<file path="src/hdl/mtg_pkg.sv">
// shared constants, payload type and datapath functions for the mt19937 generator
// no dependencies; imported by every module of the generator
`default_nettype none

package mtg_pkg;

	localparam int unsigned POOL_WORDS   = 624;
	localparam int unsigned TWIST_OFFSET = 397;
	localparam int unsigned IDX_W        = 10;
	localparam int unsigned WORD_W       = 32;

	localparam logic [IDX_W-1:0] POOL_END  = IDX_W'(POOL_WORDS);
	localparam logic [IDX_W-1:0] POOL_LAST = IDX_W'(POOL_WORDS - 1);
	localparam logic [IDX_W-1:0] FAR_START = IDX_W'(TWIST_OFFSET);

	localparam logic CMD_LOAD = 1'b0;
	localparam logic CMD_DRAW = 1'b1;

	localparam logic [WORD_W-1:0] MATRIX_A   = 32'h9908_B0DF;
	localparam logic [WORD_W-1:0] UPPER_MASK = 32'h8000_0000;
	localparam logic [WORD_W-1:0] LOWER_MASK = 32'h7FFF_FFFF;
	localparam logic [WORD_W-1:0] TEMPER_B   = 32'h9D2C_5680;
	localparam logic [WORD_W-1:0] TEMPER_C   = 32'hEFC6_0000;

	typedef struct packed {
		logic              draw;
		logic [IDX_W-1:0]  idx;
		logic [WORD_W-1:0] word;
	} item_t;

	function automatic logic [IDX_W-1:0] wrap_inc(input logic [IDX_W-1:0] v);
		wrap_inc = (v == POOL_LAST) ? '0 : v + IDX_W'(1);
	endfunction

	function automatic logic [WORD_W-1:0] twist_word(input logic [WORD_W-1:0] cur,
			input logic [WORD_W-1:0] nxt, input logic [WORD_W-1:0] far);
		logic [WORD_W-1:0] y;
		logic [WORD_W-1:0] r;
		y = (cur & UPPER_MASK) | (nxt & LOWER_MASK);
		r = far ^ (y >> 1);
		if (y[0]) begin
			r = r ^ MATRIX_A;
		end
		twist_word = r;
	endfunction

	function automatic logic [WORD_W-1:0] temper(input logic [WORD_W-1:0] v_in);
		logic [WORD_W-1:0] v;
		v = v_in;
		v = v ^ (v >> 11);
		v = v ^ ((v << 7) & TEMPER_B);
		v = v ^ ((v << 15) & TEMPER_C);
		v = v ^ (v >> 18);
		temper = v;
	endfunction

endpackage

`default_nettype wire

</file>
<file path="src/hdl/mtg_queue.sv">
// two-entry queue between front and back end
// depends on mtg_pkg for the item type
`default_nettype none

module mtg_queue import mtg_pkg::*; (
	input  wire logic  clk,
	input  wire logic  arst_n,
	input  wire logic  push_valid,
	output logic       push_ready,
	input  wire item_t push_item,
	output logic       pop_valid,
	input  wire logic  pop_ready,
	output item_t      pop_item
);

	item_t      entry_q [2];
	logic       wr_ptr_q;
	logic       rd_ptr_q;
	logic [1:0] count_q;
	logic       do_push;
	logic       do_pop;

	assign push_ready = (count_q != 2'd2);
	assign pop_valid = (count_q != 2'd0);
	assign pop_item = entry_q[rd_ptr_q];
	assign do_push = push_valid && push_ready;
	assign do_pop = pop_valid && pop_ready;

	always_ff @(posedge clk or negedge arst_n) begin
		if (!arst_n) begin
			wr_ptr_q <= 1'b0;
			rd_ptr_q <= 1'b0;
			count_q <= 2'd0;
		end else begin
			if (do_push) begin
				wr_ptr_q <= !wr_ptr_q;
			end
			if (do_pop) begin
				rd_ptr_q <= !rd_ptr_q;
			end
			if (do_push && !do_pop) begin
				count_q <= count_q + 2'd1;
			end else if (do_pop && !do_push) begin
				count_q <= count_q - 2'd1;
			end
		end
	end

	always_ff @(posedge clk) begin
		if (do_push) begin
			entry_q[wr_ptr_q] <= push_item;
		end
	end

endmodule

`default_nettype wire

</file>
<file path="config.mk">
export PLATFORM = sky130hd
export DESIGN_NAME = mtg_queue
export DESIGN_NICKNAME = d
export VERILOG_FILES = /design/src/hdl/mtg_pkg.sv /design/src/hdl/mtg_queue.sv
export SDC_FILE = /design/constraint.sdc
export NUM_CORES = 1
export LEC_CHECK = 0
export BUFFER_PORTS_ARGS = -buffer_cell sky130_fd_sc_hd__buf_2
export CORE_MARGIN = 3
export CORE_UTILIZATION = 39
export CTS_BUF_LIST = sky130_fd_sc_hd__clkbuf_4 sky130_fd_sc_hd__clkbuf_8
export CTS_CLUSTER_SIZE = 10
export DETAILED_ROUTE_END_ITERATION = 10
export PLACE_DENSITY = 0.62
export SLEW_MARGIN = 30
export SYNTH_ARGS = -nofsm -noshare
export SYNTH_HDL_FRONTEND = slang
export SYNTH_SLANG_ARGS = --single-unit
export TNS_END_PERCENT = 1
</file>
<file path="constraint.sdc">
create_clock -name clk -period 3.6 [get_ports clk]
set_input_delay 0.36 -clock clk [delete_from_list [all_inputs] [get_ports clk]]
set_output_delay 0.36 -clock clk [all_outputs]
set_load 0.01 [all_outputs]
</file>
==> run metrics, run 1 <==
outcome complete, no violations; yosys warns 0; num rows 33; die width a little over 100 µm; routed len/inst between 15 and 20 µm; fillcell total approximately 700; total core area between 8000 and 9000 µm²; pin count of the biggest net entering global routing 44; asr flop ratio synth between 4 and 5%; Vias 1,665; Synth Instances between 150 and 200; Final TNS setup 0 ps; # setup viols final 0; Routed Antenna Nets 0; H-tree depth 3; IO buf count roughly 90; ys flop type edfxtp_1; min-delay worst type input port to register; CP top delay family flip-flops; Max-cap violations 0; CP Launch Type register; Iter 0 DRT Violations 45; number of synthesized register bits 90; worst-path fanout max 17; slowest cell delay on critical path 680 ps; TritonCTS clock tree yes; max_slew headroom slightly below 60%; WP data arrival about 1900 ps; fin nets around 300; layout cell share with drive strength beyond 1 between 60% and 70%; Final HPWL DP about 3800 µm; initial cell density of the core a little over 40%; hold path start push_item[27]; share of the synthesized area in the top cell type 73.8%; gr ovfl total 0; Synth Net Count 200; DRC Markers 0; clock skew just under 8 ps; FF/Latch Area 2680 µm²; Fin. Hold Viols 0; worst path bufs/invs 2; RSZ-0062 raised after global routing false; die height just over 100 µm; Post-synth top cells edfxtp_1, mux2_4, buf_12, dfrtp_1, mux2_2; Netlist cell types 15; area delta synth->final 22.5%; worst slew pin tran 619 ps; Antenna Cells 0; Syn Std Cell Area approximately 3500 µm²; fin. max-slew vios 0; post-CTS setup buffer count 0; critical path's slowest cell dfrtp_2; synthesized area per cell 23.0 µm²; clk sink count 90; drt pass-1 iters 4; Worst Setup SP rd_ptr_q; Resize count post-CTS 0; via/cell ratio between 4 and 5; VDD IR-drop max 0.000547 V; Pwr Density 794 nW/µm²; Yosys top cell by area edfxtp_1; most frequent cell after synthesis edfxtp_1; EDFF count, synth between 80 and 90; reg2reg start count_q[0]; Cell Chain, Critical Path buf_4, mux2_4, buf_2; total die area approximately 10,000 µm²; minimum clock period roughly 2200 ps; area of the multi-input gates ~730 µm²; clock tree buffer depth 2; Peak Freq between 400 and 500 MHz; Non-Filler Instances roughly 360; IO Count 92; Lkg Pwr roughly 0.0017 µW; CP Capture Type output pin; dominant cells by area after synthesis edfxtp_1, mux2_4, dfrtp_1, buf_12, mux2_2; gpl congestion 0.693; Final Cycle Share between 60% and 70%; crit path kind register to output pin; Num CTS Buffers 9; first-pass GRT wire length about 8600 µm; Clock Root Buffer clkbuf_8; clock-pin slew on the worst setup and hold paths 80 ps; Cells after DPL 346; vias in the first global route 1,737; Routed Wire Length roughly 5600 µm; sequential share of the synthesized area 76.7%; GRT Total Usage 11.4%; initial antenna violation count 0; CP required between 3000 and 4000 ps; worst skew pair latency between 300 and 400 ps; Hold-fix buffers, CTS 1
==> final timing paths <==
check                                  to  slack (ps)  cells after the start
max                          pop_item[14]        1350                      3
min                        entry_q[1][27]         210                      1
max reg2reg                entry_q[0][13]        1720                      5
min reg2reg                    count_q[1]         490                      1
max in group asynchronous        rd_ptr_q        3100                      2
min in group asynchronous        rd_ptr_q         360                      2
==> where the power goes <==
group / internal [µW] / switching [µW]
Sequential: 1430 / 111
Combinational: 599 / 534
Clock: 422 / 306
Total: 2450 / 950
==> cell type report <==
type,instances,area share (%)
clock buffers,13,3.59
multi-input cells,56,17.1
repair buffers,96,12.0
clock inverters,3,1.52
inverters,1,0.0876
well taps,105,3.06
flip-flops and latches,90,62.6
==> routing by layer <==
metal	global-route usage (%)	vias to the layer above	wire (µm)
met4	4.66	0	44
met5	0	-	0
met1	13.8	804	2260
li1	-	795	-
met2	18.5	59	2860
met3	3.94	7	438
==> stage by stage <==
stage	hold WS, ps	setup slack, ps	instance area [µm²]	util (%)	total power [µW]
after floorplan	64.4	648	3500	-	2410
after global placement	171	1510	4030	47.6	2690
after detailed placement	174	1440	4030	47.6	2710
after CTS	185	1300	4260	50.3	3440
after global routing	186	1250	4290	50.6	3590
final	207	1350	4290	50.6	3400
==> kinds of logic (layout without fill, tap and decap cells) <==
family	Yosys count	count (layout)	synth area share, %
flip-flops	90	90	76.7
multiplexers	43	43	18.0
AND/OR/NAND/NOR	7	7	0.966
buffers and inverters	6	113	2.72
XOR/XNOR	5	5	1.25
adder cells (fa/ha/maj)	1	1	0.358
==> worst register-to-register path, cell delays in order, from the launching register on <==
cell and delay (ps):
dfrtp_1 400, nand2b_1 160, nand2_1 140, nor2_4 410, buf_16 220, buf_4 230
==> flip-flops by register name (all words and copies together) (netlist names) <==
signal	cells
wr_ptr_q	1
count_q	2
rd_ptr_q	1
entry_q	86
==> cells in the final DEF, fill, tap and decap left out <==
| master | Yosys | layout |
|---|---|---|
| and3_4 | 0 | 1 |
| buf_16 | 0 | 1 |
| buf_2 | 0 | 91 |
| buf_4 | 0 | 3 |
| bufinv_16 | 0 | 2 |
| clkbuf_4 | 0 | 4 |
| clkbuf_8 | 0 | 9 |
| clkinv_2 | 0 | 1 |
| dfrtp_1 | 4 | 3 |
| dfrtp_2 | 0 | 1 |
| dlygate4sd3_1 | 0 | 1 |
| edfxtp_1 | 86 | 86 |
| ha_1 | 1 | 1 |
| inv_1 | 1 | 1 |
| mux2_2 | 4 | 4 |
| mux2_4 | 39 | 39 |
| nand2_1 | 2 | 2 |
| nand2b_1 | 1 | 1 |
| nor2_1 | 2 | 1 |
| nor2_4 | 0 | 1 |
| or2_1 | 1 | 1 |
| xnor2_1 | 3 | 3 |
| xor2_1 | 2 | 2 |
Power figures use the tool's default switching activity.
==> inputs of run 2 (changes only) <==
Clock period 3.6 ns to 2.3 ns, I/O delays scaled along.
==> run 2 against run 1 <==
Against the previous run: largest cell class unchanged; worst setup slack worse by 1100 ps; clock skew is 2.2 ps lower; register-to-register slack lost 970 ps; sequential cell count unchanged; via count increased by 0.90%.
==> run metrics, run 2 (synthesized netlist as in run 1, its figures left out) <==
first-pass GRT wire length 9200 µm (+7.2%); routed len/inst 15.9 µm (+2.9%); number of flip-flops in the largest register 86 (unchanged); total core area 8460 µm² (unchanged); flop2flop setup slack 750 ps (-970 ps); CP required 2070 ps (-1170 ps); pin count of the biggest net entering global routing 40 (-9.1%); die height 101 µm (unchanged); worst slew pin tran 427 ps (-192 ps); num rows 33 (unchanged); clk sink count 90 (unchanged); gpl congestion 0.683 (-1.4%); IO buf count 91 (unchanged); biggest regs entry_q x86, count_q x2; Final TNS setup 0 ps (unchanged); Antenna Cells 0 (unchanged); CP Launch Type register; Worst R2R End count_q[1]; met1 Usage GRT 15.7% (+1.9 points); outcome complete, no violations; WP data arrival 1780 ps (-110 ps); IO Count 92 (unchanged); drt pass-1 iters 4 (unchanged); worst-path fanout max 14 (-3); initial antenna violation count 1 (+1); Vias 1,680 (+0.90%); total die area 10,100 µm² (unchanged); placed inst area 4070 µm² (+1.1%); post-CTS setup buffer count 0 (unchanged); clock tree buffer depth 2 (unchanged); fin nets 304 (+0.66%); Fin. Hold Viols 0 (unchanged); met3 Usage GRT 4.64% (+0.69 points); layout cell share with drive strength beyond 1 60.2% (-0.46 points); Resize count post-CTS 0 (unchanged); Routed Antenna Nets 0 (unchanged); TritonCTS clock tree yes; Lkg Pwr 0.00173 µW (about the same); Final HPWL DP 3900 µm (+3.9%); worst reg-to-reg path cell count 7 (+2); commonest non-fill, non-tap cell in the layout buf_2; via/cell ratio 4.59 (+0.35%); minimum clock period between 2000 and 2500 ps; clock skew 5.63 ps (-2.21 ps); vias in the first global route 1,864 (+7.3%); most frequent cells in the layout buf_2, edfxtp_1, mux2_4; reg2reg start count_q[0]; Hold Crit Depth 1 (unchanged); RSZ-0062 raised after global routing false; initial cell density of the core 41.3% (unchanged); Iter 0 DRT Violations 81 (+80%); # setup viols final 0 (unchanged); Max-cap violations 0 (unchanged); die width 101 µm (unchanged); Clock Root Buffer clkbuf_8; crit path kind register to output pin; Routed Wire Length 5800 µm (+3.5%); Hold-fix buffers, CTS 1 (unchanged); Pwr Density 1250 nW/µm² (+57%); Final Cycle Share just under 90%; DRC Markers 0 (unchanged); Num CTS Buffers 9 (unchanged); final instance area 4300 µm² (+0.32%); worst skew pair latency 340 ps (about the same); fin. max-slew vios 0 (unchanged); VDD IR-drop max 0.000548 V (+0.22%); CP Capture Type output pin; area delta synth->final 22.9%; hold path start push_item[20]; gr ovfl total 0 (unchanged); Peak Freq around 500 MHz; Biggest register entry_q; max_slew headroom 71.5% (+13 points); min-delay worst type input port to register; busiest grt layer met2; clock-pin slew on the worst setup and hold paths 90 ps (about the same); global routing usage on met2 18.1% (-0.35 points); H-tree depth 3 (unchanged); WHS Endpoint entry_q[1][20]; GRT Total Usage 12.1% (+0.74 points)
==> run 2: layout make-up <==
| type | instances | area (µm²) |
|---|---|---|
| fillers | 685 | 4160 |
| clock buffers | 9 | 124 |
| multi-input cells | 56 | 729 |
| inverters | 1 | 3.75 |
| well taps | 105 | 131 |
| clock inverters | 7 | 92.6 |
| flip-flops and latches | 90 | 2680 |
| repair buffers | 98 | 536 |
==> run 2: critical path, cell delays in order (launching register included) <==
cell     delay (ps)
dfrtp_2         640
buf_4           300
mux2_2          360
buf_2           140
==> run 2: layer usage <==
metal	routed length, µm	vias to the layer above	share of wire (%)
li1	-	794	-
met1	2540	815	44
met2	2730	64	47
met3	461	5	7.9
met4	49	2	0.84
met5	20	-	0.34
==> run 2: worst max-delay path by stage <==
stage                               end  slack, ps  cells past startpoint        from
after floorplan           entry_q[0][0]         60                      3  count_q[0]
after global placement     pop_item[34]        630                      3    rd_ptr_q
after detailed placement   pop_item[39]        640                      3    rd_ptr_q
after CTS                  pop_item[39]        250                      3    rd_ptr_q
after global routing       pop_item[39]        190                      3    rd_ptr_q
final                      pop_item[39]        290                      3    rd_ptr_q
==> run 2: metrics by stage <==
step | util (%) | power, µW | instances | worst slack, ps | hold slack, ps
after floorplan | - | 3770 | 152 | 60.3 | -65.6
after global placement | 48.1 | 4290 | 349 | 628 | 48.8
after detailed placement | 48.1 | 4300 | 349 | 642 | 54.8
after CTS | 50.8 | 5460 | 366 | 246 | 48.8
after global routing | 50.8 | 5670 | 366 | 189 | 46.0
final | 50.8 | 5370 | 366 | 292 | 72.3
==> run 2: power by group <==
part / internal [µW] / switching [µW] / total (µW)
clock: 610 / 534 / 1140
sequential: 2240 / 164 / 2410
combinational: 964 / 856 / 1820
total: 3820 / 1550 / 5370
==> inputs of run 3 (changes only) <==
Settings changed: ABC_AREA from default to 1.
==> run 3 against run 2 <==
Against the previous run: sequential share of layout area up 1.9 points; routed wire length up 2.7%; critical path depth rose by 1; combinational power is 8% lower; clock skew barely moved; core utilization is 0.98 points lower; non-clock buffer count shrank 1; synthesized cell count grew 66%; global-route usage increased by 0.57 points; design area is 2.9% lower; sequential cell count unchanged; largest power group unchanged.
==> run metrics, run 3 <==
num rows 33 (unchanged); vias in the first global route 1,970 (+5.7%); Cell Chain, Critical Path buf_4, nand2_1, nand2_1, buf_2; crit path kind register to output pin; most frequent cell after synthesis nand2_1; commonest non-fill, non-tap cell in the layout nand2_1; GRT Total Usage 12.7% (+0.57 points); clk sink count 90 (unchanged); Post-synth top cells nand2_1, edfxtp_1, nand2_2, buf_6, inv_1; Final TNS setup 0 ps (unchanged); VDD IR-drop max 0.000563 V (+2.6%); min-delay worst type input port to register; gpl congestion 0.749 (+9.6%); total die area 9940 µm² (-2.0%); die width 99.7 µm (-1.0%); routed len/inst 12.9 µm (-19%); number of flip-flops in the largest register 86 (unchanged); Netlist cell types 16 (+1); outcome complete, no violations; reg2reg start count_q[0]; DRC Markers 0 (unchanged); max_slew headroom 60.3% (-11 points); Worst Setup SP rd_ptr_q; Yosys top cell by area edfxtp_1; slowest cell delay on critical path 750 ps (+110 ps); H-tree depth 3 (unchanged); Synth Instances 253 (+66%); Lkg Pwr 0.00181 µW (+4.6%); fillcell total 738 (+7.7%); minimum clock period 1910 ps (-100 ps); worst reg-to-reg path cell count 5 (-2); worst skew pair latency 350 ps (about the same); # setup viols final 0 (unchanged); dominant cells by area after synthesis edfxtp_1, nand2_1, dfrtp_1, nand2_2, buf_6; first-pass GRT wire length 9330 µm (+1.4%); FF/Latch Area 2680 µm² (unchanged); pin count of the biggest net entering global routing 45 (+13%); hold path start push_item[26]; Num CTS Buffers 9 (unchanged); Hold Crit Depth 1 (unchanged); clock skew 5.28 ps (-0.356 ps); EDFF count, synth 86 (unchanged); Iter 0 DRT Violations 52 (-36%); Worst R2R End entry_q[1][12]; RSZ-0062 raised after global routing false; critical path's slowest cell dfrtp_2; Routed Wire Length 5960 µm (+2.7%); Final Cycle Share 83.0% (-4.4 points); Antenna Cells 0 (unchanged); area delta synth->final 22.0%; initial cell density of the core 40.8% (-0.49 points); Biggest register entry_q; CP Capture Type output pin; Pwr Density 1230 nW/µm² (-1.9%); Vias 2,027 (+21%); Syn Std Cell Area 3420 µm² (-2.1%); most frequent cells in the layout nand2_1, buf_2, edfxtp_1; Final HPWL DP 4010 µm (+2.9%); via/cell ratio 4.39 (-4.4%); sequential share of the synthesized area 78.4% (+1.7 points); clock tree buffer depth 2 (unchanged); Synth Net Count 301 (+51%); fin nets 400 (+32%); pre-CTS setup slack 713 ps (+70.9 ps); TritonCTS clock tree yes; Clock Root Buffer clkbuf_8; initial antenna violation count 1 (unchanged); share of the synthesized area in the top cell type 75.4% (+1.6 points); Final WS setup 392 ps (+100 ps); ys flop type edfxtp_1; Max-cap violations 0 (unchanged); total power 5120 µW (-4.7%); total core area 8380 µm² (-0.98%); clock-pin slew on the worst setup and hold paths 80 ps (about the same); asr flop ratio synth 4.44% (unchanged); number of synthesized register bits 90 (unchanged); worst-path fanout max 30 (+16); biggest regs entry_q x86, count_q x2; worst slew pin tran 596 ps (+169 ps); post-CTS setup buffer count 0 (unchanged); drt pass-1 iters 5 (+1); Routed Antenna Nets 0 (unchanged); CP Launch Type register; Worst path most repeated cell nand2_1; gr ovfl total 0 (unchanged); layout cell share with drive strength beyond 1 35.9% (-24 points); IO Count 92 (unchanged); WHS Endpoint entry_q[1][26]; flop2flop setup slack 750 ps (about the same); synthesized area per cell 13.5 µm² (-41%); Fin. Hold Viols 0 (unchanged); WP data arrival 1680 ps (-100 ps); area of the multi-input gates 623 µm² (-15%); yosys warns 0 (unchanged); Peak Freq 524 MHz (+5.2%); die height 99.7 µm (-1.0%); CP required 2070 ps (about the same); fin. max-slew vios 0 (unchanged); IO buf count 91 (unchanged)
[run 3: cell types whose count changed after synthesis, sizes merged, moves of 2 or more]
cell,change
xnor2,-2
nand3,+2
nand2,+137
mux2,-43
buf,+4
inv,+6
[run 3: how the worst max path moves through the flow]
stage / end / slack [ps] / depth (start not counted)
finish: pop_item[6] / 390 / 4
floorplan: entry_q[0][0] / -560 / 4
CTS: pop_item[6] / 320 / 4
global placement: pop_item[6] / 710 / 4
global route: pop_item[3] / 210 / 4
detailed placement: pop_item[6] / 710 / 4
[run 3: cell type report]
type	instances	share of cell area, %
clock buffers	12	3.51
clock inverters	4	1.02
inverters	7	0.809
multi-input cells	147	14.9
flip-flops and latches	90	64.3
well taps	105	3.15
repair buffers	97	12.3
[run 3: where the power goes]
part / switching, µW / total [µW] / internal (µW) / leakage [µW]
Sequential: 189 / 2430 / 2240 / 0.000847
Combinational: 1060 / 1670 / 607 / 0.000867
Clock: 489 / 1020 / 530 / 0.0000997
Total: 1740 / 5120 / 3380 / 0.00181
[run 3: what timing repair did]
item	CTS	global route
resized for setup	0	0
endpoints found under the hold margin	4	0
hold buffers	1	0
[run 3: metal layers]
metal  vias to the layer above  routed length, µm  track usage, %
met3                        12                495            4.49
met2                        71               2930            20.2
met1                       903               2410            15.1
met5                         -                  7               0
li1                       1039                  -               -
met4                         2                119            6.62
[run 3: critical path, delay by kind of cell, from the launching register on]
family        cells  cell delay [ps]
buf+inv           2              450
flops             1              750
simple gates      2              140
[run 3: per-stage QoR]
stage	instance area (µm²)	utilization (%)	hold slack, ps	cells
floorplan	3420	-	-65.6	253
global placement	3980	47.5	45.6	445
detailed placement	3980	47.5	45.9	445
CTS	4180	49.8	45.2	462
global route	4180	49.8	47.4	462
finish	4180	49.8	69.5	462
[run 3: cell families after synthesis]
| kind of cell | share of synthesized area (%) |
|---|---|
| flops | 78.4 |
| simple gates | 16.9 |
| xor+xnor | 0.512 |
| fa+ha+maj | 0.365 |
| buf+inv | 3.87 |
