<file path="src/hdl/mtg_pkg.sv">
// shared constants, payload type and datapath functions for the mt19937 generator
// no dependencies; imported by every module of the generator
`default_nettype none

package mtg_pkg;

	localparam int unsigned POOL_WORDS   = 624;
	localparam int unsigned TWIST_OFFSET = 397;
	localparam int unsigned IDX_W        = 10;
	localparam int unsigned WORD_W       = 32;

	localparam logic [IDX_W-1:0] POOL_END  = IDX_W'(POOL_WORDS);
	localparam logic [IDX_W-1:0] POOL_LAST = IDX_W'(POOL_WORDS - 1);
	localparam logic [IDX_W-1:0] FAR_START = IDX_W'(TWIST_OFFSET);

	localparam logic CMD_LOAD = 1'b0;
	localparam logic CMD_DRAW = 1'b1;

	localparam logic [WORD_W-1:0] MATRIX_A   = 32'h9908_B0DF;
	localparam logic [WORD_W-1:0] UPPER_MASK = 32'h8000_0000;
	localparam logic [WORD_W-1:0] LOWER_MASK = 32'h7FFF_FFFF;
	localparam logic [WORD_W-1:0] TEMPER_B   = 32'h9D2C_5680;
	localparam logic [WORD_W-1:0] TEMPER_C   = 32'hEFC6_0000;

	typedef struct packed {
		logic              draw;
		logic [IDX_W-1:0]  idx;
		logic [WORD_W-1:0] word;
	} item_t;

	function automatic logic [IDX_W-1:0] wrap_inc(input logic [IDX_W-1:0] v);
		wrap_inc = (v == POOL_LAST) ? '0 : v + IDX_W'(1);
	endfunction

	function automatic logic [WORD_W-1:0] twist_word(input logic [WORD_W-1:0] cur,
			input logic [WORD_W-1:0] nxt, input logic [WORD_W-1:0] far);
		logic [WORD_W-1:0] y;
		logic [WORD_W-1:0] r;
		y = (cur & UPPER_MASK) | (nxt & LOWER_MASK);
		r = far ^ (y >> 1);
		if (y[0]) begin
			r = r ^ MATRIX_A;
		end
		twist_word = r;
	endfunction

	function automatic logic [WORD_W-1:0] temper(input logic [WORD_W-1:0] v_in);
		logic [WORD_W-1:0] v;
		v = v_in;
		v = v ^ (v >> 11);
		v = v ^ ((v << 7) & TEMPER_B);
		v = v ^ ((v << 15) & TEMPER_C);
		v = v ^ (v >> 18);
		temper = v;
	endfunction

endpackage

`default_nettype wire

</file>
<file path="src/hdl/mtg_if.sv">
// valid/ready channel interfaces: command items in, tempered words out
// depends on mtg_pkg for field widths
`default_nettype none

interface mtg_cmd_if;
	import mtg_pkg::*;
	logic              valid;
	logic              ready;
	logic              cmd;
	logic [IDX_W-1:0]  load_index;
	logic [WORD_W-1:0] load_word;

	modport source (output valid, output cmd, output load_index, output load_word,
		input ready);
	modport sink (input valid, input cmd, input load_index, input load_word,
		output ready);
endinterface


`default_nettype wire

</file>
<file path="src/hdl/mtg_front.sv">
// front end: takes command transfers, drops out-of-range loads, hands items on
// depends on mtg_pkg and mtg_cmd_if
`default_nettype none

module mtg_front import mtg_pkg::*; (
	input  wire logic  clk,
	input  wire logic  arst_n,
	mtg_cmd_if.sink    item,
	output logic       push_valid,
	input  wire logic  push_ready,
	output item_t      push_item
);

	logic  valid_s1;
	item_t item_s1;
	logic  keep;

	// a load beyond the pool changes nothing, so it never reaches the back end
	assign keep = (item.cmd == CMD_DRAW) || (item.load_index < POOL_END);
	assign item.ready = !valid_s1 || push_ready;
	assign push_valid = valid_s1;
	assign push_item = item_s1;

	always_ff @(posedge clk or negedge arst_n) begin
		if (!arst_n) begin
			valid_s1 <= 1'b0;
		end else if (item.valid && item.ready) begin
			valid_s1 <= keep;
		end else if (push_ready) begin
			valid_s1 <= 1'b0;
		end
	end

	always_ff @(posedge clk) begin
		if (item.valid && item.ready) begin
			item_s1.draw <= (item.cmd == CMD_DRAW);
			item_s1.idx <= item.load_index;
			item_s1.word <= item.load_word;
		end
	end

endmodule

`default_nettype wire

</file>
<file path="src/flat_wrapper.sv">
// flat-port wrapper written by rule: the top's interface ports become plain ports
module mtg_front_flat import mtg_pkg::*;
  (clk, arst_n, push_valid, push_ready, push_item, item_valid, item_cmd, item_load_index, item_load_word, item_ready);
  mtg_cmd_if item_i ();
  input  wire logic clk;
  input  wire logic arst_n;
  output logic push_valid;
  input  wire logic push_ready;
  output item_t push_item;
  input wire logic [$bits(item_i.valid)-1:0] item_valid;
  input wire logic [$bits(item_i.cmd)-1:0] item_cmd;
  input wire logic [$bits(item_i.load_index)-1:0] item_load_index;
  input wire logic [$bits(item_i.load_word)-1:0] item_load_word;
  output wire logic [$bits(item_i.ready)-1:0] item_ready;
  assign item_i.valid = item_valid;
  assign item_i.cmd = item_cmd;
  assign item_i.load_index = item_load_index;
  assign item_i.load_word = item_load_word;
  assign item_ready = item_i.ready;
  mtg_front u_core (.clk(clk), .arst_n(arst_n), .item(item_i), .push_valid(push_valid), .push_ready(push_ready), .push_item(push_item));
endmodule
</file>
<file path="config.mk">
export PLATFORM = sky130hd
export DESIGN_NAME = mtg_front_flat
export DESIGN_NICKNAME = d
export VERILOG_FILES = /design/src/hdl/mtg_pkg.sv /design/src/hdl/mtg_if.sv /design/src/hdl/mtg_front.sv /design/src/flat_wrapper.sv
export SDC_FILE = /design/constraint.sdc
export NUM_CORES = 1
export LEC_CHECK = 0
export ABC_AREA = 1
export BUFFER_PORTS_ARGS = -buffer_cell sky130_fd_sc_hd__buf_4
export CORE_UTILIZATION = 35
export CTS_CLUSTER_SIZE = 8
export DETAILED_ROUTE_END_ITERATION = 16
export PLACE_DENSITY = 0.69
export SLEW_MARGIN = 20
export SYNTH_ARGS = -nofsm -noshare
export SYNTH_HDL_FRONTEND = slang
export SYNTH_SLANG_ARGS = --single-unit
</file>
<file path="constraint.sdc">
create_clock -name clk -period 8.4 [get_ports clk]
set_clock_uncertainty 0.15 [all_clocks]
set_input_delay 1.68 -clock clk [delete_from_list [all_inputs] [get_ports clk]]
set_output_delay 1.68 -clock clk [all_outputs]
set_load 0.005 [all_outputs]
</file>
==> summary.md, run 1 <==
| Metric | Value |
|---|---|
| Total clock buffers created by CTS | `5` |
| Vias after detailed routing | `858` |
| Count of final hold-check violations | `0` |
| Chip Height | `around 64 um` |
| Placed inst area | `about 2100 um2` |
| Hold Buf Count CTS | `0` |
| Synth-to-Final Area Change | `62.0%` |
| CTS max path bufs | `2` |
| Netlist Area Pre-Place | `between 1000 and 1500 um2` |
| Worst IR Drop VDD | `132 uV` |
| Initial antenna violation count | `0` |
| Total clock sinks | `44` |
| Vias in the first global route | `850` |
| Synth Register Bits | `44` |
| Routed WL | `2800 um` |
| # fillers | `a little over 300` |
| Tmin final | `3.93 ns` |
| H-Tree Depth | `2` |
| N_diodes | `0` |
| CP Cell Sequence | `buf_4 -> inv_1 -> nand2_1 -> buf_4` |
| Die ar. | `4150 um2` |
| Final period utilization | `0.468` |
| Crit path top cell by count | `buf_4` |
| Grt total ovfl | `0` |
| WP data arrival | `between 2 and 2.5 ns` |
| Reg2reg setup slack | `approximately 6.8 ns` |
| First-pass GRT wire length | `a little over 4000 um` |
| Reg power frac | `0.606` |
| Int Pwr | `about 0.00034 W` |
| Setup CP Type | `input port to output pin` |
| Synth Net Count | `102` |
| Multi-input logic area | `roughly 50 um2` |
| RSZ-0062 raised after global routing | `false` |
| Tot Pwr | `around 0.00043 W` |
| Routability Congestion | `slightly below 0.7` |
| Cell count after synthesis | `55` |
| FMAX | `approximately 0.25 GHz` |
| Post_cts resized | `0` |
| Combinational power share | `0.106` |
| Post-CTS setup buffer count | `0` |
| Final slew viol count | `0` |
| Ys Warns | `0` |
| IO Count | `between 90 and 100` |
| CTS tree | `built` |
| Worst setup margin | `4.47 ns` |
| Drt pass-1 iters | `4` |
| Drt drc | `0` |
| Static Leakage | `between 0.9 and 1 nW` |
| Outcome | `completed` |
| Hold Crit Class | `flop to flop` |
| Slew margin rel. | `0.648` |
| GRT Total Usage | `0.145` |
| Maxcap violations | `0` |
| Req. time, crit path | `around 6.6 ns` |
| Setup TNS | `0 ns` |
| Share of cells above drive strength 1 | `0.645` |
| Die X | `~64 um` |
| Syn_area_per_cell | `24.8 um2` |
| Std cell rows | `22` |
| Sequential area share after synthesis | `0.966` |
| Drt via density | `around 4.2` |
| P_sw | `between 0.00008 and 0.00009 W` |
| Clk root buf | `clkbuf_8` |
| Post-synthesis cell type count | `7` |
| Reg clk slew, reported paths | `roughly 0.080 ns` |
| Startpoint types | `input port` |
| Initial Util | `0.369` |
| DP Worst Slack | `~4.5 ns` |
| Register area | `~1300 um2` |
| Clk pwr share | `0.288` |
| Worst-Skew Late Latency | `0.30 ns` |
| # port buffers | `91` |
| Worst Tran Pin Value | `0.529 ns` |
| Cell area after layout | `approximately 2200 um2` |
| Largest net degree at the start of global routing | `44` |
| Antenna viol nets, final | `0` |
| Core ar. | `around 3700 um2` |
| Starting DRT DRC Count | `17` |
| Worst Hold Slack | `0.466 ns` |
| Setup violations, final | `0` |
| CP max stage cell | `buf_4` |
| CP max FO | `2` |
| Power per cell area | `a little under 200 nW/um2` |
| Final net count | `201` |
| Switching share of total power | `0.205` |
| Routed wire per std cell | `between 10 and 15 um` |
| Crit. End Element | `output pin` |
| Critical Path Max Stage Delay | `about 0.14 ns` |
-- registers in the layout, summed over array words and instances (netlist names) --
register           cells
u_core.push_valid      1
u_core.push_item      43
-- kinds of logic (layout without fill, tap and decap cells) --
| group | count (synthesis) | in the layout | share of synthesized area |
|---|---|---|---|
| compound gates | 1 | 1 | 0.00551 |
| buf+inv | 2 | 102 | 0.00551 |
| flops | 44 | 44 | 0.966 |
| simple gates | 8 | 8 | 0.0230 |
-- routing by layer --
metal,up-vias,routed length (um),global-route usage
met5,-,0,0
met1,388,916,0.130
met4,0,53,0.0750
met3,5,410,0.109
li1,407,-,-
met2,58,1420,0.236
-- power groups by stage --
stage               registers, W  clock network, W   logic [W]
CTS                     0.000261          0.000128   0.0000464
finish                  0.000261          0.000124   0.0000455
global route            0.000262          0.000135   0.0000492
global placement        0.000265                 0   0.0000449
floorplan               0.000269                 0  0.00000555
detailed placement      0.000266                 0   0.0000463
-- synthesized netlist by cell type (all sizes together) --
library cell  number  area (um2)
edfxtp            43        1290
a21boi             1        7.51
dfrtp              1        25.0
nand2              5        18.8
inv                2        7.51
nand3              1        5.00
nor2               2        7.51
-- area by class of cell --
| cell class | instances | share of cell area |
|---|---|---|
| Tap cell | 48 | 0.0272 |
| Inverter | 2 | 0.00340 |
| Clock inverter | 3 | 0.00624 |
| Multi-Input combinational cell | 9 | 0.0227 |
| Sequential cell | 44 | 0.596 |
| Clock buffer | 5 | 0.0312 |
| Timing Repair Buffer | 92 | 0.313 |
-- worst paths after layout --
| kind | from | to | cells past startpoint |
|---|---|---|---|
| worst max-delay path | push_ready | item_ready | 4 |
| worst min-delay path | u_core.push_valid | u_core.push_valid | 2 |
| worst max register to register | u_core.push_valid | u_core.push_item[18] | 2 |
| worst min register to register | u_core.push_valid | u_core.push_valid | 2 |
| max in group asynchronous | arst_n | u_core.push_valid | 1 |
| min in group asynchronous | arst_n | u_core.push_valid | 1 |
-- metrics by stage --
step,utilization,std cells
global placement,0.576,195
global route,0.598,203
detailed placement,0.576,195
finish,0.598,203
floorplan,-,55
CTS,0.598,203
-- worst max-delay path, delay by kind of cell --
family / cells / cell delay, ns
and+or+nand+nor: 1 / 0.08
buffers and inverters: 3 / 0.35
-- cell usage in the layout, fill, tap and decap left out, drive strengths merged --
master	count
a21boi	1
buf	92
clkbuf	5
clkinv	3
dfrtp	1
edfxtp	43
inv	2
nand2	5
nand3	1
nor2	2
(Power assumes the default switching activity.)
==> run 2, diff against run 1 <==
==> constraint.sdc (replaced) <==
create_clock -name clk -period 3.7 [get_ports clk]
set_clock_uncertainty 0.15 [all_clocks]
set_input_delay 0.74 -clock clk [delete_from_list [all_inputs] [get_ports clk]]
set_output_delay 0.74 -clock clk [all_outputs]
set_load 0.005 [all_outputs]
==> run 2 against run 1 <==
Compared with the run above:
- global-route usage rose by 0.35 points
- sequential power rose by 130%
- power rose by 130%
- design area fell by 0.11%
- routed wire length fell by 0.75%
- non-clock buffer count did not move
- core utilization fell by 0.068 points
- count of clock-buffer cells in the layout rose by 2
- critical endpoint unchanged
- hold slack got worse by 0.41 ns
- die area did not move
- first-iteration DRC count fell by 71%
==> summary.md, run 2 (synthesis results as in run 1) <==
| Metric | Value |
|---|---|
| Outcome | `completed` |
| Dpl hpwl | `about 2100 um` |
| Tmin final | `a little over 2 ns` |
| Routed wire per std cell | `approximately 14 um` |
| Most frequent cells in the layout | `buf_4 (92), edfxtp_1 (43), nand2_1 (5), clkbuf_8 (5)` |
| Drt pass-1 iters | `2` |
| Chip Height | `roughly 64 um` |
| Worst reg2reg startpoint | `u_core.push_valid` |
| Top sig layer | `met4` |
| Final slew viol count | `0` |
| Share of cells above drive strength 1 | `0.632` |
| CTS max path bufs | `2` |
| GRT Total Usage | `0.149` |
| Placed Instances | `between 150 and 200` |
| FMAX | `between 0.4 and 0.5 GHz` |
| Reg2reg setup slack | `between 1.5 and 2 ns` |
| Power per cell area | `around 440 nW/um2` |
| Initial Util | `0.369` |
| WP data arrival | `1.16 ns` |
| H-Tree Depth | `2` |
| Worst setup margin | `~1.7 ns` |
| Max FFs per register | `43` |
| DP Worst Slack | `1.33 ns` |
| Post_cts resized | `0` |
| Clk root buf | `clkbuf_8` |
| Antenna viol nets, final | `0` |
| Crit. End Element | `output pin` |
| Grt total ovfl | `0` |
| Hold Buf Count CTS | `0` |
| Drt drc | `0` |
| Post-CTS setup buffer count | `0` |
| Synth-to-Final Area Change | `61.8%` |
| Req. time, crit path | `roughly 2.8 ns` |
| Std cell rows | `22` |
| Setup violations, final | `0` |
| Worst R2R Path Depth | `2` |
| Final net count | `between 200 and 250` |
| IO Count | `a little over 90` |
| Setup CP Type | `input port to output pin` |
| Final Util | `0.598` |
| Final period utilization | `0.553` |
| Die ar. | `4150 um2` |
| Total clock buffers created by CTS | `5` |
| Initial antenna violation count | `0` |
| Register area | `1320 um2` |
| CTS tree | `built` |
| Die X | `about 64 um` |
| Static Leakage | `about 0.94 nW` |
| Total clock sinks | `44` |
| Core ar. | `between 3000 and 4000 um2` |
| Multi-input logic area | `approximately 50 um2` |
| First-pass GRT wire length | `between 4000 and 5000 um` |
| Vias after detailed routing | `about 860` |
| Hold Crit Class | `input port to async pin` |
| Reg clk slew, reported paths | `about 0.08 ns` |
| Maxcap violations | `0` |
| Vias in the first global route | `955` |
| Worst r2r dst | `u_core.push_item[12]` |
| N_diodes | `0` |
| Slew margin rel. | `0.541` |
| # port buffers | `approximately 90` |
| DR WL met2 | `around 1400 um` |
| Setup TNS | `0 ns` |
| Largest net degree at the start of global routing | `23` |
| Met1 WL | `~1000 um` |
| Startpoint types | `input port` |
| Starting DRT DRC Count | `5` |
| Routability Congestion | `between 0.7 and 0.8` |
| Non-filler instance count after layout | `between 200 and 250` |
| Wire length on met3 | `~380 um` |
| Drt via density | `approximately 4.2` |
| Routed WL | `roughly 2800 um` |
| # fillers | `roughly 290` |
| RSZ-0062 raised after global routing | `false` |
| Worst IR Drop VDD | `between 300 and 400 uV` |
| Count of final hold-check violations | `0` |
| Worst-Skew Late Latency | `about 0.29 ns` |
| CP max FO | `2` |
| Worst Hold Slack | `0.0600 ns` |
| Worst Tran Pin Value | `0.686 ns` |
| Most common cell after layout, fill and taps aside | `buf_4` |
run 2: final cells by class:
cell class / instances / area share
sequential: 44 / 0.597
timing repair buffer: 92 / 0.313
clock buffer: 7 / 0.0346
tap: 48 / 0.0272
multi-input combinational: 9 / 0.0227
inverter: 2 / 0.00341
clock inverter: 1 / 0.00170
run 2: worst max-delay path, cell delays in order:
cell and delay (ns):
buf_4 0.11, inv_1 0.10, nand2_1 0.08, buf_4 0.14
run 2: worst max-delay path by stage:
| stage | from | end | depth (start not counted) | slack, ns |
|---|---|---|---|---|
| finish | push_ready | item_ready | 4 | 1.65 |
| CTS | push_ready | u_core.push_item[12] | 4 | 1.64 |
| detailed placement | push_ready | u_core.push_item[25] | 4 | 1.33 |
| global placement | push_ready | u_core.push_item[12] | 4 | 1.41 |
| floorplan | item_valid | u_core.push_item[0] | 1 | 0.27 |
| global route | push_ready | u_core.push_item[31] | 4 | 1.57 |
run 2: layer usage:
metal / GRT usage / vias to the layer above
met3: 0.0946 / 2
met5: 0 / -
met1: 0.152 / 392
li1: - / 405
met2: 0.242 / 59
met4: 0.0583 / 0
run 2: through the flow:
| stage | instance area [um2] | total power [W] |
|---|---|---|
| finish | 2200 | 0.000973 |
| global route | 2200 | 0.00101 |
| CTS | 2200 | 0.000981 |
| detailed placement | 2120 | 0.000708 |
| global placement | 2120 | 0.000705 |
| floorplan | 1360 | 0.000621 |
run 2: report_power, final:
part / switching (W) / internal [W]
sequential: 0.00000906 / 0.000583
combinational: 0.0000372 / 0.0000660
clock: 0.000147 / 0.000131
total: 0.000193 / 0.000781
==> run 3, diff against run 2 <==
==> constraint.sdc (replaced) <==
create_clock -name clk -period 1.9 [get_ports clk]
set_clock_uncertainty 0.15 [all_clocks]
set_input_delay 0.38 -clock clk [delete_from_list [all_inputs] [get_ports clk]]
set_output_delay 0.38 -clock clk [all_outputs]
set_load 0.005 [all_outputs]
==> run 3 against run 2 <==
Compared with the run above:
- register-to-register slack worse by 1.3 ns
- combinational power is 100% higher
- count of clock-buffer cells in the layout is 2 lower
==> summary.md, run 3 (synthesis results as in run 1) <==
| Metric | Value |
|---|---|
| Share of cells above drive strength 1 | `0.647` |
| Worst-Skew Late Latency | `around 0.29 ns` |
| # port buffers | `slightly above 90` |
| Most common cell after layout, fill and taps aside | `buf_4` |
| Routed WL | `between 2000 and 3000 um` |
| Final slew viol count | `0` |
| Antenna viol nets, final | `0` |
| Tmin final | `about 1.5 ns` |
| Total clock buffers created by CTS | `5` |
| Setup CP Type | `flop to output pin` |
| Power per cell area | `between 1000 and 1500 nW/um2` |
| Vias in the first global route | `~830` |
| H-Tree Depth | `2` |
| Starting DRT DRC Count | `24` |
| Startpoint types | `flop` |
| Maxcap violations | `0` |
| Clk root buf | `clkbuf_8` |
| Synth-to-Final Area Change | `69.2%` |
| Largest net degree at the start of global routing | `44` |
| CP max FO | `3` |
| Max FFs per register | `43` |
| Vias after detailed routing | `between 800 and 900` |
| Core ar. | `around 3700 um2` |
| Routability Congestion | `0.645` |
| Std cell rows | `22` |
| FMAX | `0.677 GHz` |
| RSZ-0062 raised after global routing | `false` |
| Die X | `64.4 um` |
| Initial antenna violation count | `0` |
| Count of final hold-check violations | `0` |
| CTS tree | `built` |
| Outcome | `completed` |
| IO Count | `92` |
| WP data arrival | `around 0.95 ns` |
| Static Leakage | `about 0.99 nW` |
| Grt total ovfl | `0` |
| Final net count | `approximately 200` |
| CTS max path bufs | `2` |
| Drt drc | `0` |
| Worst IR Drop VDD | `between 700 and 800 uV` |
| Die ar. | `4150 um2` |
| Worst Hold Slack | `approximately 0.11 ns` |
| N_diodes | `0` |
| Total clock sinks | `44` |
| Most frequent cells in the layout | `buf_4 (91), edfxtp_1 (43), nand2_1 (5), clkbuf_8 (5), bufinv_16 (3)` |
| Reg clk slew, reported paths | `approximately 0.080 ns` |
| Cell area after layout | `2310 um2` |
| Initial Util | `0.369` |
| Final period utilization | `0.777` |
| Routed wire per std cell | `around 13 um` |
| Hold Crit Class | `input port to flop` |
| Crit. End Element | `output pin` |
| First-pass GRT wire length | `between 3000 and 4000 um` |
| GRT Total Usage | `0.134` |
| Setup violations, final | `0` |
| Slew margin rel. | `0.846` |
| Worst Tran Pin Value | `0.230 ns` |
| Chip Height | `between 60 and 70 um` |
| Placed inst area | `around 2100 um2` |
| Setup TNS | `0 ns` |
| Req. time, crit path | `between 1 and 1.5 ns` |
| Drt via density | `between 4 and 5` |
| Drt pass-1 iters | `4` |
[run 3: routing by layer]
layer,part of all wire,vias to the layer above,wire length (um),GRT usage
met4,0.0098,0,25,0.0667
li1,-,407,-,-
met3,0.16,2,399,0.0946
met1,0.32,380,812,0.126
met2,0.52,65,1320,0.216
met5,0,-,0,0
[run 3: cell type report]
cell class / count / area (um2)
multi-input cells: 9 / 50.0
fillers: 284 / 1380
flip-flops and latches: 44 / 1320
clock inverters: 3 / 90.1
clock buffers: 5 / 68.8
repair buffers: 93 / 713
well taps: 48 / 60.1
inverters: 2 / 7.51
[run 3: critical path, stage by stage, from the launching register on]
cell,delay [ns]
dfrtp_1,0.43
nand2_1,0.10
buf_4,0.14
[run 3: what timing repair did]
action,CTS,global route
setup buffers,0,0
endpoints found under the hold margin,1,0
gates resized for setup,0,0
hold buffers,1,0
[run 3: metrics by stage]
step                      setup WS [ns]  power, W  instances  utilization
after floorplan                   0.125   0.00121         55            -
after global placement            0.525   0.00137        195        0.579
after detailed placement          0.497   0.00138        195        0.579
after CTS                         0.406   0.00234        204        0.625
after global routing              0.375   0.00240        204        0.625
final                             0.423   0.00231        204        0.625
[run 3: power by group]
| part | switching (W) | leakage, nW | internal (W) |
|---|---|---|---|
| Sequential | 0.0000170 | 0.422 | 0.00113 |
| Clock | 0.000298 | 0.0784 | 0.000657 |
| Combinational | 0.0000722 | 0.487 | 0.000134 |
[run 3: path summary, 6_finish.rpt]
| kind | start | end | slack (ns) | cells after the start |
|---|---|---|---|---|
| min reg2reg | u_core.push_valid | u_core.push_valid | 0.47 | 2 |
| min in group asynchronous | arst_n | u_core.push_valid | 0.25 | 2 |
| max in group asynchronous | arst_n | u_core.push_valid | 1.26 | 2 |
| min | item_load_index[2] | u_core.push_item[34] | 0.11 | 1 |
| max | u_core.push_valid | item_ready | 0.42 | 2 |
| max reg2reg | u_core.push_valid | u_core.push_item[22] | 0.55 | 2 |
